### src/s256_pkg.sv
package s256_pkg;

    localparam int unsigned QUEUE_DEPTH = 4;
    localparam logic [7:0]  PAD_MARK    = 8'h80;
    localparam logic [5:0]  LEN_OFFSET  = 6'd56;
    localparam logic [5:0]  LAST_BYTE   = 6'd63;
    localparam logic [5:0]  LAST_ROUND  = 6'd63;
    localparam logic [2:0]  LAST_WORD   = 3'd7;
    localparam logic        KIND_DATA   = 1'b0;
    localparam logic        KIND_FINISH = 1'b1;

    typedef logic [31:0] t_word;
    typedef logic [7:0][31:0] t_chain;

    typedef struct packed {
        logic       kind;
        logic [7:0] data_byte;
    } t_item;

    typedef struct packed {
        logic   load;
        t_chain words;
    } t_dig_xfer;

    function automatic t_word rotr(input t_word x, input int unsigned n);
        return (x >> n) | (x << (32 - n));
    endfunction

    function automatic t_word big_s0(input t_word x);
        return rotr(x, 2) ^ rotr(x, 13) ^ rotr(x, 22);
    endfunction

    function automatic t_word big_s1(input t_word x);
        return rotr(x, 6) ^ rotr(x, 11) ^ rotr(x, 25);
    endfunction

    function automatic t_word small_s0(input t_word x);
        return rotr(x, 7) ^ rotr(x, 18) ^ (x >> 3);
    endfunction

    function automatic t_word small_s1(input t_word x);
        return rotr(x, 17) ^ rotr(x, 19) ^ (x >> 10);
    endfunction

    function automatic t_word iv_word(input logic [2:0] idx);
        t_word r;
        case (idx)
            3'd0: r = 32'h6a09e667;
            3'd1: r = 32'hbb67ae85;
            3'd2: r = 32'h3c6ef372;
            3'd3: r = 32'ha54ff53a;
            3'd4: r = 32'h510e527f;
            3'd5: r = 32'h9b05688c;
            3'd6: r = 32'h1f83d9ab;
            default: r = 32'h5be0cd19;
        endcase
        return r;
    endfunction

    function automatic t_word k_const(input logic [5:0] idx);
        t_word r;
        case (idx)
            6'd0:  r = 32'h428a2f98; 6'd1:  r = 32'h71374491;
            6'd2:  r = 32'hb5c0fbcf; 6'd3:  r = 32'he9b5dba5;
            6'd4:  r = 32'h3956c25b; 6'd5:  r = 32'h59f111f1;
            6'd6:  r = 32'h923f82a4; 6'd7:  r = 32'hab1c5ed5;
            6'd8:  r = 32'hd807aa98; 6'd9:  r = 32'h12835b01;
            6'd10: r = 32'h243185be; 6'd11: r = 32'h550c7dc3;
            6'd12: r = 32'h72be5d74; 6'd13: r = 32'h80deb1fe;
            6'd14: r = 32'h9bdc06a7; 6'd15: r = 32'hc19bf174;
            6'd16: r = 32'he49b69c1; 6'd17: r = 32'hefbe4786;
            6'd18: r = 32'h0fc19dc6; 6'd19: r = 32'h240ca1cc;
            6'd20: r = 32'h2de92c6f; 6'd21: r = 32'h4a7484aa;
            6'd22: r = 32'h5cb0a9dc; 6'd23: r = 32'h76f988da;
            6'd24: r = 32'h983e5152; 6'd25: r = 32'ha831c66d;
            6'd26: r = 32'hb00327c8; 6'd27: r = 32'hbf597fc7;
            6'd28: r = 32'hc6e00bf3; 6'd29: r = 32'hd5a79147;
            6'd30: r = 32'h06ca6351; 6'd31: r = 32'h14292967;
            6'd32: r = 32'h27b70a85; 6'd33: r = 32'h2e1b2138;
            6'd34: r = 32'h4d2c6dfc; 6'd35: r = 32'h53380d13;
            6'd36: r = 32'h650a7354; 6'd37: r = 32'h766a0abb;
            6'd38: r = 32'h81c2c92e; 6'd39: r = 32'h92722c85;
            6'd40: r = 32'ha2bfe8a1; 6'd41: r = 32'ha81a664b;
            6'd42: r = 32'hc24b8b70; 6'd43: r = 32'hc76c51a3;
            6'd44: r = 32'hd192e819; 6'd45: r = 32'hd6990624;
            6'd46: r = 32'hf40e3585; 6'd47: r = 32'h106aa070;
            6'd48: r = 32'h19a4c116; 6'd49: r = 32'h1e376c08;
            6'd50: r = 32'h2748774c; 6'd51: r = 32'h34b0bcb5;
            6'd52: r = 32'h391c0cb3; 6'd53: r = 32'h4ed8aa4a;
            6'd54: r = 32'h5b9cca4f; 6'd55: r = 32'h682e6ff3;
            6'd56: r = 32'h748f82ee; 6'd57: r = 32'h78a5636f;
            6'd58: r = 32'h84c87814; 6'd59: r = 32'h8cc70208;
            6'd60: r = 32'h90befffa; 6'd61: r = 32'ha4506ceb;
            6'd62: r = 32'hbef9a3f7;
            default: r = 32'hc67178f2;
        endcase
        return r;
    endfunction

endpackage

### src/s256_front.sv
module s256_front #(
    parameter int unsigned DEPTH = 4
) (
    input  logic           i_clk,
    input  logic           i_rst_n,
    input  logic           i_push,
    output logic           o_full,
    input  s256_pkg::t_item i_item,
    output logic           o_valid,
    input  logic           i_take,
    output s256_pkg::t_item o_item
);
    import s256_pkg::*;

    localparam int unsigned PW = (DEPTH > 1) ? $clog2(DEPTH) : 1;
    localparam int unsigned CW = $clog2(DEPTH + 1);
    localparam logic [PW-1:0] PTR_LAST = PW'(DEPTH - 1);
    localparam logic [CW-1:0] CNT_FULL = CW'(DEPTH);

    t_item         r_mem [DEPTH];
    logic [PW-1:0] r_wr;
    logic [PW-1:0] r_rd;
    logic [CW-1:0] r_cnt;
    logic          w_put;
    logic          w_get;

    assign o_full  = (r_cnt == CNT_FULL);
    assign o_valid = (r_cnt != '0);
    assign o_item  = r_mem[r_rd];
    assign w_put   = i_push && !o_full;
    assign w_get   = i_take && o_valid;

    always_ff @(posedge i_clk) begin
        if (w_put) begin
            r_mem[r_wr] <= i_item;
        end
    end

    always_ff @(posedge i_clk) begin
        if (!i_rst_n) begin
            r_wr  <= '0;
            r_rd  <= '0;
            r_cnt <= '0;
        end else begin
            if (w_put) begin
                r_wr <= (r_wr == PTR_LAST) ? '0 : r_wr + 1'b1;
            end
            if (w_get) begin
                r_rd <= (r_rd == PTR_LAST) ? '0 : r_rd + 1'b1;
            end
            if (w_put && !w_get) begin
                r_cnt <= r_cnt + 1'b1;
            end else if (w_get && !w_put) begin
                r_cnt <= r_cnt - 1'b1;
            end
        end
    end

endmodule

### src/s256_back.sv
module s256_back (
    input  logic              i_clk,
    input  logic              i_rst_n,
    input  logic              i_valid,
    input  s256_pkg::t_item   i_item,
    output logic              o_take,
    input  logic              i_dq_busy,
    output s256_pkg::t_dig_xfer o_xfer
);
    import s256_pkg::*;

    localparam logic [2:0] ST_IDLE = 3'd0;
    localparam logic [2:0] ST_PAD  = 3'd1;
    localparam logic [2:0] ST_LEN  = 3'd2;
    localparam logic [2:0] ST_RND  = 3'd3;
    localparam logic [2:0] ST_ADD  = 3'd4;
    localparam logic [2:0] ST_EMIT = 3'd5;

    logic [2:0]   r_state;
    logic [2:0]   r_ret;
    logic [5:0]   r_fill;
    logic [63:0]  r_bits;
    logic [2:0]   r_len_cnt;
    logic [5:0]   r_rnd;
    logic [511:0] r_win;
    t_word        r_h [8];
    t_word        r_v [8];

    logic         w_shift;
    logic [7:0]   w_byte;
    logic         w_load;
    t_word        w_w0;
    t_word        w_wnew;
    t_word        w_t1;
    t_word        w_t2;
    t_word        w_ch;
    t_word        w_maj;

    // Message schedule window: the oldest word sits at the top tap; the taps below feed the next schedule word
    assign w_w0   = r_win[511 -: 32];
    assign w_wnew = small_s1(r_win[511 - 32*14 -: 32]) + r_win[511 - 32*9 -: 32]
                  + small_s0(r_win[511 - 32*1 -: 32]) + w_w0;

    assign w_ch  = (r_v[4] & r_v[5]) ^ (~r_v[4] & r_v[6]);
    assign w_maj = (r_v[0] & r_v[1]) ^ (r_v[0] & r_v[2]) ^ (r_v[1] & r_v[2]);
    assign w_t1  = r_v[7] + big_s1(r_v[4]) + w_ch + k_const(r_rnd) + w_w0;
    assign w_t2  = big_s0(r_v[0]) + w_maj;

    assign o_take = (r_state == ST_IDLE);
    assign w_load = (r_state == ST_EMIT) && !i_dq_busy;

    always_comb begin
        w_shift = 1'b0;
        w_byte  = 8'h00;
        case (r_state)
            ST_IDLE: begin
                w_shift = i_valid;
                w_byte  = (i_item.kind == KIND_FINISH) ? PAD_MARK : i_item.data_byte;
            end
            ST_PAD: begin
                w_shift = (r_fill != LEN_OFFSET);
            end
            ST_LEN: begin
                w_shift = 1'b1;
                w_byte  = r_bits[{~r_len_cnt, 3'b000} +: 8];
            end
            default: begin
                w_shift = 1'b0;
            end
        endcase
    end

    always_comb begin
        o_xfer.load = w_load;
        for (int i = 0; i < 8; i++) begin
            o_xfer.words[i] = r_h[i];
        end
    end

    always_ff @(posedge i_clk) begin
        if (w_shift) begin
            r_win <= {r_win[503:0], w_byte};
        end else if (r_state == ST_RND) begin
            r_win <= {r_win[479:0], w_wnew};
        end
        if (r_state == ST_RND) begin
            r_v[7] <= r_v[6];
            r_v[6] <= r_v[5];
            r_v[5] <= r_v[4];
            r_v[4] <= r_v[3] + w_t1;
            r_v[3] <= r_v[2];
            r_v[2] <= r_v[1];
            r_v[1] <= r_v[0];
            r_v[0] <= w_t1 + w_t2;
        end else if (w_shift && r_fill == LAST_BYTE) begin
            // load the working variables as the block completes
            for (int i = 0; i < 8; i++) begin
                r_v[i] <= r_h[i];
            end
        end
    end

    always_ff @(posedge i_clk) begin
        if (!i_rst_n) begin
            r_state   <= ST_IDLE;
            r_ret     <= ST_IDLE;
            r_fill    <= '0;
            r_bits    <= '0;
            r_len_cnt <= '0;
            r_rnd     <= '0;
            for (int i = 0; i < 8; i++) begin
                r_h[i] <= iv_word(3'(i));
            end
        end else begin
            if (w_shift) begin
                r_fill <= r_fill + 1'b1;
            end
            case (r_state)
                ST_IDLE: begin
                    if (i_valid) begin
                        if (i_item.kind == KIND_DATA) begin
                            r_bits <= r_bits + 64'd8;
                            r_ret  <= ST_IDLE;
                            if (r_fill == LAST_BYTE) begin
                                r_state <= ST_RND;
                                r_rnd   <= '0;
                            end
                        end else begin
                            r_ret <= ST_PAD;
                            if (r_fill == LAST_BYTE) begin
                                r_state <= ST_RND;
                                r_rnd   <= '0;
                            end else begin
                                r_state <= ST_PAD;
                            end
                        end
                    end
                end
                ST_PAD: begin
                    if (r_fill == LEN_OFFSET) begin
                        r_state   <= ST_LEN;
                        r_len_cnt <= '0;
                    end else if (r_fill == LAST_BYTE) begin
                        r_state <= ST_RND;
                        r_rnd   <= '0;
                        r_ret   <= ST_PAD;
                    end
                end
                ST_LEN: begin
                    r_len_cnt <= r_len_cnt + 1'b1;
                    if (r_len_cnt == LAST_WORD) begin
                        r_state <= ST_RND;
                        r_rnd   <= '0;
                        r_ret   <= ST_EMIT;
                    end
                end
                ST_RND: begin
                    r_rnd <= r_rnd + 1'b1;
                    if (r_rnd == LAST_ROUND) begin
                        r_state <= ST_ADD;
                    end
                end
                ST_ADD: begin
                    for (int i = 0; i < 8; i++) begin
                        r_h[i] <= r_h[i] + r_v[i];
                    end
                    r_state <= r_ret;
                end
                ST_EMIT: begin
                    if (w_load) begin
                        for (int i = 0; i < 8; i++) begin
                            r_h[i] <= iv_word(3'(i));
                        end
                        r_fill  <= '0;
                        r_bits  <= '0;
                        r_state <= ST_IDLE;
                    end
                end
                default: begin
                    r_state <= ST_IDLE;
                end
            endcase
        end
    end

`ifndef SYNTH
    a_len_fill: assert property (@(posedge i_clk) disable iff (!i_rst_n)
        (r_state == ST_LEN) |-> (r_fill == {3'b111, r_len_cnt}))
        else $error("length bytes out of step with fill count");

    a_add_wrap: assert property (@(posedge i_clk) disable iff (!i_rst_n)
        (r_state == ST_ADD) |-> (r_rnd == '0 && r_fill == '0))
        else $error("compression ended with rounds or block incomplete");

    a_load_free: assert property (@(posedge i_clk) disable iff (!i_rst_n)
        o_xfer.load |-> !i_dq_busy)
        else $error("digest handed over while output still busy");

    a_restart: assert property (@(posedge i_clk) disable iff (!i_rst_n)
        w_load |=> (r_fill == '0 && r_bits == '0 && r_state == ST_IDLE))
        else $error("message state not restarted after digest");
`endif

endmodule

### src/s256_outq.sv
module s256_outq (
    input  logic                i_clk,
    input  logic                i_rst_n,
    input  s256_pkg::t_dig_xfer i_xfer,
    output logic                o_busy,
    output logic                empty,
    input  logic                pop,
    output logic [31:0]         o_digest_word,
    output logic [2:0]          o_word_index,
    output logic                o_last
);
    import s256_pkg::*;

    t_word      r_words [8];
    logic       r_valid;
    logic [2:0] r_idx;

    assign o_busy        = r_valid;
    assign empty         = !r_valid;
    assign o_digest_word = r_words[r_idx];
    assign o_word_index  = r_idx;
    assign o_last        = (r_idx == LAST_WORD);

    always_ff @(posedge i_clk) begin
        if (i_xfer.load) begin
            for (int i = 0; i < 8; i++) begin
                r_words[i] <= i_xfer.words[i];
            end
        end
    end

    always_ff @(posedge i_clk) begin
        if (!i_rst_n) begin
            r_valid <= 1'b0;
            r_idx   <= '0;
        end else if (i_xfer.load) begin
            r_valid <= 1'b1;
            r_idx   <= '0;
        end else if (pop && r_valid) begin
            r_idx <= r_idx + 1'b1;
            if (r_idx == LAST_WORD) begin
                r_valid <= 1'b0;
            end
        end
    end

endmodule

### src/sha256_byte_stream_hasher.sv
// Channel   Direction  Handshake          Payload
// input     in         push / full        i_kind, i_data_byte
// digest    out        empty / pop        o_digest_word, o_word_index, o_last
//
// A data byte shifts straight into the block; every 64th byte also starts a compression
// (64 rounds on the single round unit, then one chaining add).
// A finish shifts in 0x80, zero padding (up to 63 bytes, one a cycle outside compression)
// and the length, then one or two compressions and a handover; words drain one per pop.
// Reset (synchronous, active low) loads the initial hash values and empties both queues.
// The input queue keeps taking requests, until full, while the engine compresses; a digest
// waiting to be popped holds the engine only at the next finish.
module sha256_byte_stream_hasher #(
    parameter int unsigned QDEPTH = s256_pkg::QUEUE_DEPTH
) (
    input  logic        i_clk,
    input  logic        i_rst_n,
    input  logic        push,
    output logic        full,
    input  logic        i_kind,
    input  logic [7:0]  i_data_byte,
    output logic        empty,
    input  logic        pop,
    output logic [31:0] o_digest_word,
    output logic [2:0]  o_word_index,
    output logic        o_last
);
    import s256_pkg::*;

    t_item     w_in_item;
    t_item     w_q_item;
    logic      w_q_valid;
    logic      w_take;
    logic      w_dq_busy;
    t_dig_xfer w_xfer;

    assign w_in_item.kind      = i_kind;
    assign w_in_item.data_byte = i_data_byte;

    // front: hold incoming requests while the engine is busy compressing
    s256_front #(
        .DEPTH(QDEPTH)
    ) u_front (
        .i_clk   (i_clk),
        .i_rst_n (i_rst_n),
        .i_push  (push),
        .o_full  (full),
        .i_item  (w_in_item),
        .o_valid (w_q_valid),
        .i_take  (w_take),
        .o_item  (w_q_item)
    );

    // back: block assembly, padding and the 64-round compression
    s256_back u_back (
        .i_clk     (i_clk),
        .i_rst_n   (i_rst_n),
        .i_valid   (w_q_valid),
        .i_item    (w_q_item),
        .o_take    (w_take),
        .i_dq_busy (w_dq_busy),
        .o_xfer    (w_xfer)
    );

    // digest register: advance one word per pop, drop after the last
    s256_outq u_outq (
        .i_clk         (i_clk),
        .i_rst_n       (i_rst_n),
        .i_xfer        (w_xfer),
        .o_busy        (w_dq_busy),
        .empty         (empty),
        .pop           (pop),
        .o_digest_word (o_digest_word),
        .o_word_index  (o_word_index),
        .o_last        (o_last)
    );

endmodule
### config.mk
export PLATFORM = sky130hd
export DESIGN_NAME = sha256_byte_stream_hasher
export DESIGN_NICKNAME = d
export VERILOG_FILES = /design/src/s256_pkg.sv /design/src/s256_front.sv /design/src/s256_back.sv /design/src/s256_outq.sv /design/src/sha256_byte_stream_hasher.sv
export SDC_FILE = /design/constraint.sdc
export NUM_CORES = 2
export LEC_CHECK = 0
export BUFFER_PORTS_ARGS = -buffer_cell sky130_fd_sc_hd__buf_4
export CORE_ASPECT_RATIO = 1.4
export CORE_UTILIZATION = 55
export CTS_BUF_LIST = sky130_fd_sc_hd__clkbuf_8
export DETAILED_ROUTE_END_ITERATION = 6
export HOLD_SLACK_MARGIN = 0.05
export PLACE_DENSITY = 0.85
export SYNTH_ARGS = -nofsm -noshare
export SYNTH_HDL_FRONTEND = slang
export SYNTH_SLANG_ARGS = --single-unit
### constraint.sdc
create_clock -name i_clk -period 13.9 [get_ports i_clk]
set_input_delay 1.39 -clock i_clk [delete_from_list [all_inputs] [get_ports i_clk]]
set_output_delay 1.39 -clock i_clk [all_outputs]
set_load 0.005 [all_outputs]
Word level (Yosys, flattened, before mapping)
Memories as Yosys holds them, arrays and structs flattened. A register that Yosys moved wholly into a read port is not among the register bits. Index checks and enable logic that the tools add are counted.

Logic and storage cells: 267. Bits in writable memories: 804. Bits in read-only memories: 2048. Flip-flop bits (word level): 608. Memories kept: 5. Output and inout bits: 38. Bits of input ports: 13.

Memories: (name not given) (words 64, width 32, read ports 1, clocked after Yosys merged registers in 1, write ports 0, RTL line s256_pkg.sv:62) `case (idx)`; u_back.r_h (words 8, width 32, read ports 8, clocked after Yosys merged registers in 0, write ports 8, RTL line s256_back.sv:26) `t_word r_h [8];`; u_back.r_v (words 8, width 32, read ports 8, clocked after Yosys merged registers in 0, write ports 8, RTL line s256_back.sv:27) `t_word r_v [8];`; u_outq.r_words (words 8, width 32, read ports 1, clocked after Yosys merged registers in 1, write ports 8, RTL line s256_outq.sv:14) `t_word r_words [8];`; u_front.r_mem (words 4, width 9, read ports 1, clocked after Yosys merged registers in 1, write ports 1, RTL line s256_front.sv:20) `t_item r_mem [DEPTH];`.

Add/subtract/negate cells: 27. Eq/ne operators: 22. Shift-type cells: 1. Bitwise operators: 53. Muxes and demuxes: 119. Reductions and logical operators: 28.

Operators by type and width (count): 32-bit 2-to-1 mux (56); 512-bit 2-to-1 mux (2); 32-bit adder (18); 32-bit XOR (9); 64-bit 2-to-1 mux (3); 32-bit bitwise AND (5); 64-bit case mux with 2 select lines (1); 64-bit by 4-bit adder with 64-bit output, second input constant (1); 64-bit by 7-bit indexed part select with 8-bit output (1); 6-bit 2-to-1 mux (9); 3-bit 2-to-1 mux (16); 32-bit NOT (1); 10-bit by 32-bit OR with 32-bit output (1); 13-bit by 32-bit OR with 32-bit output (1); 14-bit by 32-bit OR with 32-bit output (1); 15-bit by 32-bit OR with 32-bit output (1); 19-bit by 32-bit OR with 32-bit output (1); 21-bit by 32-bit OR with 32-bit output (1); 25-bit by 32-bit OR with 32-bit output (1); 26-bit by 32-bit OR with 32-bit output (1); 30-bit by 32-bit OR with 32-bit output (1); 7-bit by 32-bit OR with 32-bit output (1); 32-bit by 22-bit XOR with 32-bit output (1); 32-bit by 29-bit XOR with 32-bit output (1); other kinds (34) (116).

Logic depth before layout (Yosys ltp)
An unclocked memory read counts as a cell.

Depth in word-level cells: 10. Depth in mapped cells: 33. Gate-level depth less buffers: 32.

Modules after synthesis
From an unflattened synthesis, not the netlist that was laid out.

Cell total of the unflattened synthesis: 8582. Area, all modules: 84966.5 um2.

By module, submodules not included: s256_back (times used 1, area each 73162.7 um2, cells each 8090, seq. area each 31730.4 um2); s256_outq (times used 1, area each 10028.4 um2, cells each 394, seq. area each 7827.5 um2); s256_front (times used 1, area each 1775.5 um2, cells each 98, seq. area each 1261.2 um2).

Worst setup path after synthesis
No wires, ideal clock.

Kind: register to register. From: register u_front.r_cnt[0]. To: register u_back.r_win[0], enable pin. Data arrival time: 10039 ps. Clock period less this slack: 13672 ps. Required time: 10268 ps. Setup slack: 228 ps. Setup time: 3632 ps. Cell stages (with the launch flop): 8. Buffers on the path: 3. Path through: dfxtp_1 nor4_1 o21ai_0 nand2b_1 clkbuf_1 clkbuf_1 clkbuf_1 nand2_1.

Word-level cells in the longest chain between the ends: 3.

Ends and longest elaborated chain: start, declared (RTL line s256_front.sv:23) `logic [CW-1:0] r_cnt;`; start signal, assigned (RTL line s256_front.sv:52) `r_cnt <= r_cnt + 1'b1;`; start signal, assigned (RTL line s256_front.sv:54) `r_cnt <= r_cnt - 1'b1;`; 3-bit nonzero test (RTL line s256_front.sv:28) `assign o_valid = (r_cnt != '0);`; 1-bit case mux with 3 select lines (RTL line s256_back.sv:55) `case (r_state)`; 2-bit nonzero test (no line); end signal, assigned (RTL line s256_back.sv:82) `r_win <= {r_win[503:0], w_byte};`; end signal, assigned (RTL line s256_back.sv:84) `r_win <= {r_win[479:0], w_wnew};`; end, declared (RTL line s256_back.sv:25) `logic [511:0] r_win;`.

No other way between the ends. A chain may end at the register's enable or synchronous reset.

==> impl_metrics.toml <==
[outcome]
status = "finished, violations left"
violations = "DRC"

[routing]
dr_wl_met3_mm = 17.74
drt-pass1-iter-count = 7
drc = 2
antenna_left = 0
wl_per_cell_microns = 24.05
vias = 64540
drt_iter0_drc = 6739
routed_via_density = 6.104
highest_layer = "met5"
wl_met2_mm = 125.4
wirelength_met1_mm = 90.15
routed_wirelength_mm = 254.3

[cells_and_area]
fin_nets = 9018
area_growth_syn_to_layout_pct = 7.140
final_cell_mix = "nand2_1 (2517), edfxtp_1 (1188), a21oi_1 (446), nor2_1 (406), ha_1 (403)"
seqCellArea_sq_mm = 0.04083
drive_above_1_share = 0.07529
fill_cells = 12380
multi_input_area_sq_mm = 0.04110
layout_commonest_cell = "nand2_1"

[clock_tree]
path_clk_slew_ps = 70
clockBufferDepth = 3
numCtsBuffers = 214
cts_tree = "yes"
cts_root_buf = "clkbuf_8"
cts_setup_buffers = 0
worstSkewPairLatency_ps = 1040
clock-sinks = 1445
cts_resized = 0
hold_buffers = 0
h-tree-depth = 4

[die]
dieArea_sq_mm = 0.1556
chipHeight_microns = 466.3
io-pin-count = 51
core_sq_mm = 0.1531
row_count = 170
initial_core_util = 0.5530
die_x_microns = 333.6

[timing]
finalHoldViolCount = 0
finalCritPeriodShare = 0.6420
min_period_ps = 8924
relSlewSlack = 0.08959
drv_slew = 0
fmax_mhz = 112.1
fin_skew_ps = 67.66
totalNegativeSetupSlack_ps = 0
finalSetupViolCount = 0
worst_pin_slew_ps = 1354
rsz0062_at_grt = "false"

[logic_synthesis]
synth_flop_cell = "edfxtp_1"
yosysTopAreaCell = "edfxtp_1"
ys_seq_area_frac = 0.4820
synth_edf_count = 1188
synth_seq_cells = 1445
synth_fp_nets = 9132
ys_warn_count = 0
synth_xor_area_frac = 0.06403
yosysUniqueCellTypes = 106
synth-adder-area-share = 0.1085
synth-compound-area-share = 0.1096
postSynthAreaPerCell_sq_um = 9.940
async_flop_share = 0
synthMuxAreaShare = 0.03451
netlist.area_leader.share = 0.4212
synth-simple-area-share = 0.1677
synth.area.top_cells = "edfxtp_1 (42%), nand2_1 (11%), dfxtp_1 (6.1%), ha_1 (6.0%), fa_1 (4.6%)"
synth_top_family_by_area = "simple AND/OR/NAND/NOR gates"
synth_area_sq_mm = 0.08469
postSynthCellCount = 8520

[min_path]
hp-class = "reg2reg"

[placed_design]
place.gp.congestion = 1.020
hpwl_mm = 186.3
numPortBuffers = 50

[critical_path]
required_ps = 14620
cp_slowest_stage_delay_ps = 840
cp.arrival_ps = 9640
r2r_slack_ps = 4980
end_kind = "register"
slowest_stage = "o311ai_0"
path_common_cell = "o21ai_0"
start_kind = "register"
worstSetupPathType = "reg2reg"
crit_fanout = 8

[grt]
grt_max_degree = 215
grt_pass1_wl_mm = 381.6
antenna_found_initial = 8
grt_pass1_vias = 64030
track_usage = 0.3246
grt_remaining_overflow = 0

[run]
max_cap_viol_count = 0
logic make-up (layout without fill, tap and decap cells):
family	count (synthesis)	in the layout
DFF	1445	1445
muxes	174	174
and+or+nand+nor	3445	3445
other	0	3
xor gates and xnor gates	616	616
buffers and inverters	746	819
adders and majority gates	621	621
AOI/OAI and AO/OA	1473	1473
cells in the mapped netlist (34+ instances only):
library cell	count
a211oi_1	44
a21o_1	167
nor2b_1	49
xnor2_1	400
dfxtp_1	257
or3_1	39
o211ai_1	61
and2_1	38
clkbuf_1	410
nand2_1	2523
nand3_1	97
o21ai_0	344
a21oi_1	446
mux4_2	78
nand2b_1	56
o21a_1	57
xor2_1	214
nor3_1	80
edfxtp_1	1188
mux2_2	56
a31oi_1	41
nor2_1	408
ha_1	403
o31ai_1	36
o21bai_1	34
fa_1	196
inv_1	295
critical path: cells and delay by family, from the launching register on:
family                     cells  cell delay [ps]
xor gates and xnor gates       2              480
buffers and inverters          2              120
DFF                            1              610
and+or+nand+nor                1              100
AOI/OAI and AO/OA             17             4840
adders and majority gates      6             2490
metal layers:
layer,up-vias,GRT usage
met5,-,0
met4,12,0.2380
met3,898,0.05242
met2,3009,0.5580
met1,31250,0.3650
li1,29370,-
layout make-up:
cell class	instances	share of cell area
diodes	3	0.00008274
clock buffers	235	0.03565
clock inverters	168	0.01139
inverters	297	0.01240
multi-input cells	6329	0.4530
flip-flops and latches	1445	0.4500
well taps	1978	0.02728
repair buffers	119	0.01026
through the flow:
stage	area, sq um	hold slack (ps)	instances	setup WS [ps]	utilization
global placement	86460	463.0	10170	5225	0.5646
floorplan	84690	435.2	8520	228.4	-
global route	90740	490.6	10570	4749	0.5925
CTS	90730	469.6	10570	5247	0.5924
detailed placement	86460	474.2	10170	5283	0.5646
finish	90740	470.8	10570	4976	0.5925
worst paths after layout:
path	from	endpoint	cells past startpoint
max	u_back.r_v[1][1]	u_back.r_v[1][28]	28
min	u_back.r_h[0][71]	u_outq.r_words[2][7]	0
max reg2reg	u_back.r_v[1][1]	u_back.r_v[1][28]	28
min reg2reg	u_back.r_h[0][71]	u_outq.r_words[2][7]	0
flip-flops by register name (all words and copies together) (netlist names), named ones only:
register             cells
u_back.r_win           512
u_back.r_h             256
u_back.r_v             256
u_outq.r_words         256
u_back.r_bits           61
u_front.r_mem           36
u_back.r_fill            6
u_back.r_rnd             6
u_back.r_len_cnt         3
u_back.r_state           3
u_front.r_cnt            3
u_outq.o_word_index      3
u_back.r_ret             2
u_front.r_rd             2
u_front.r_wr             2
u_outq.o_busy            1
Power is left out: the tool's default activity adds up to more than one toggle a clock period on the data nets, which glitch-free logic cannot reach.
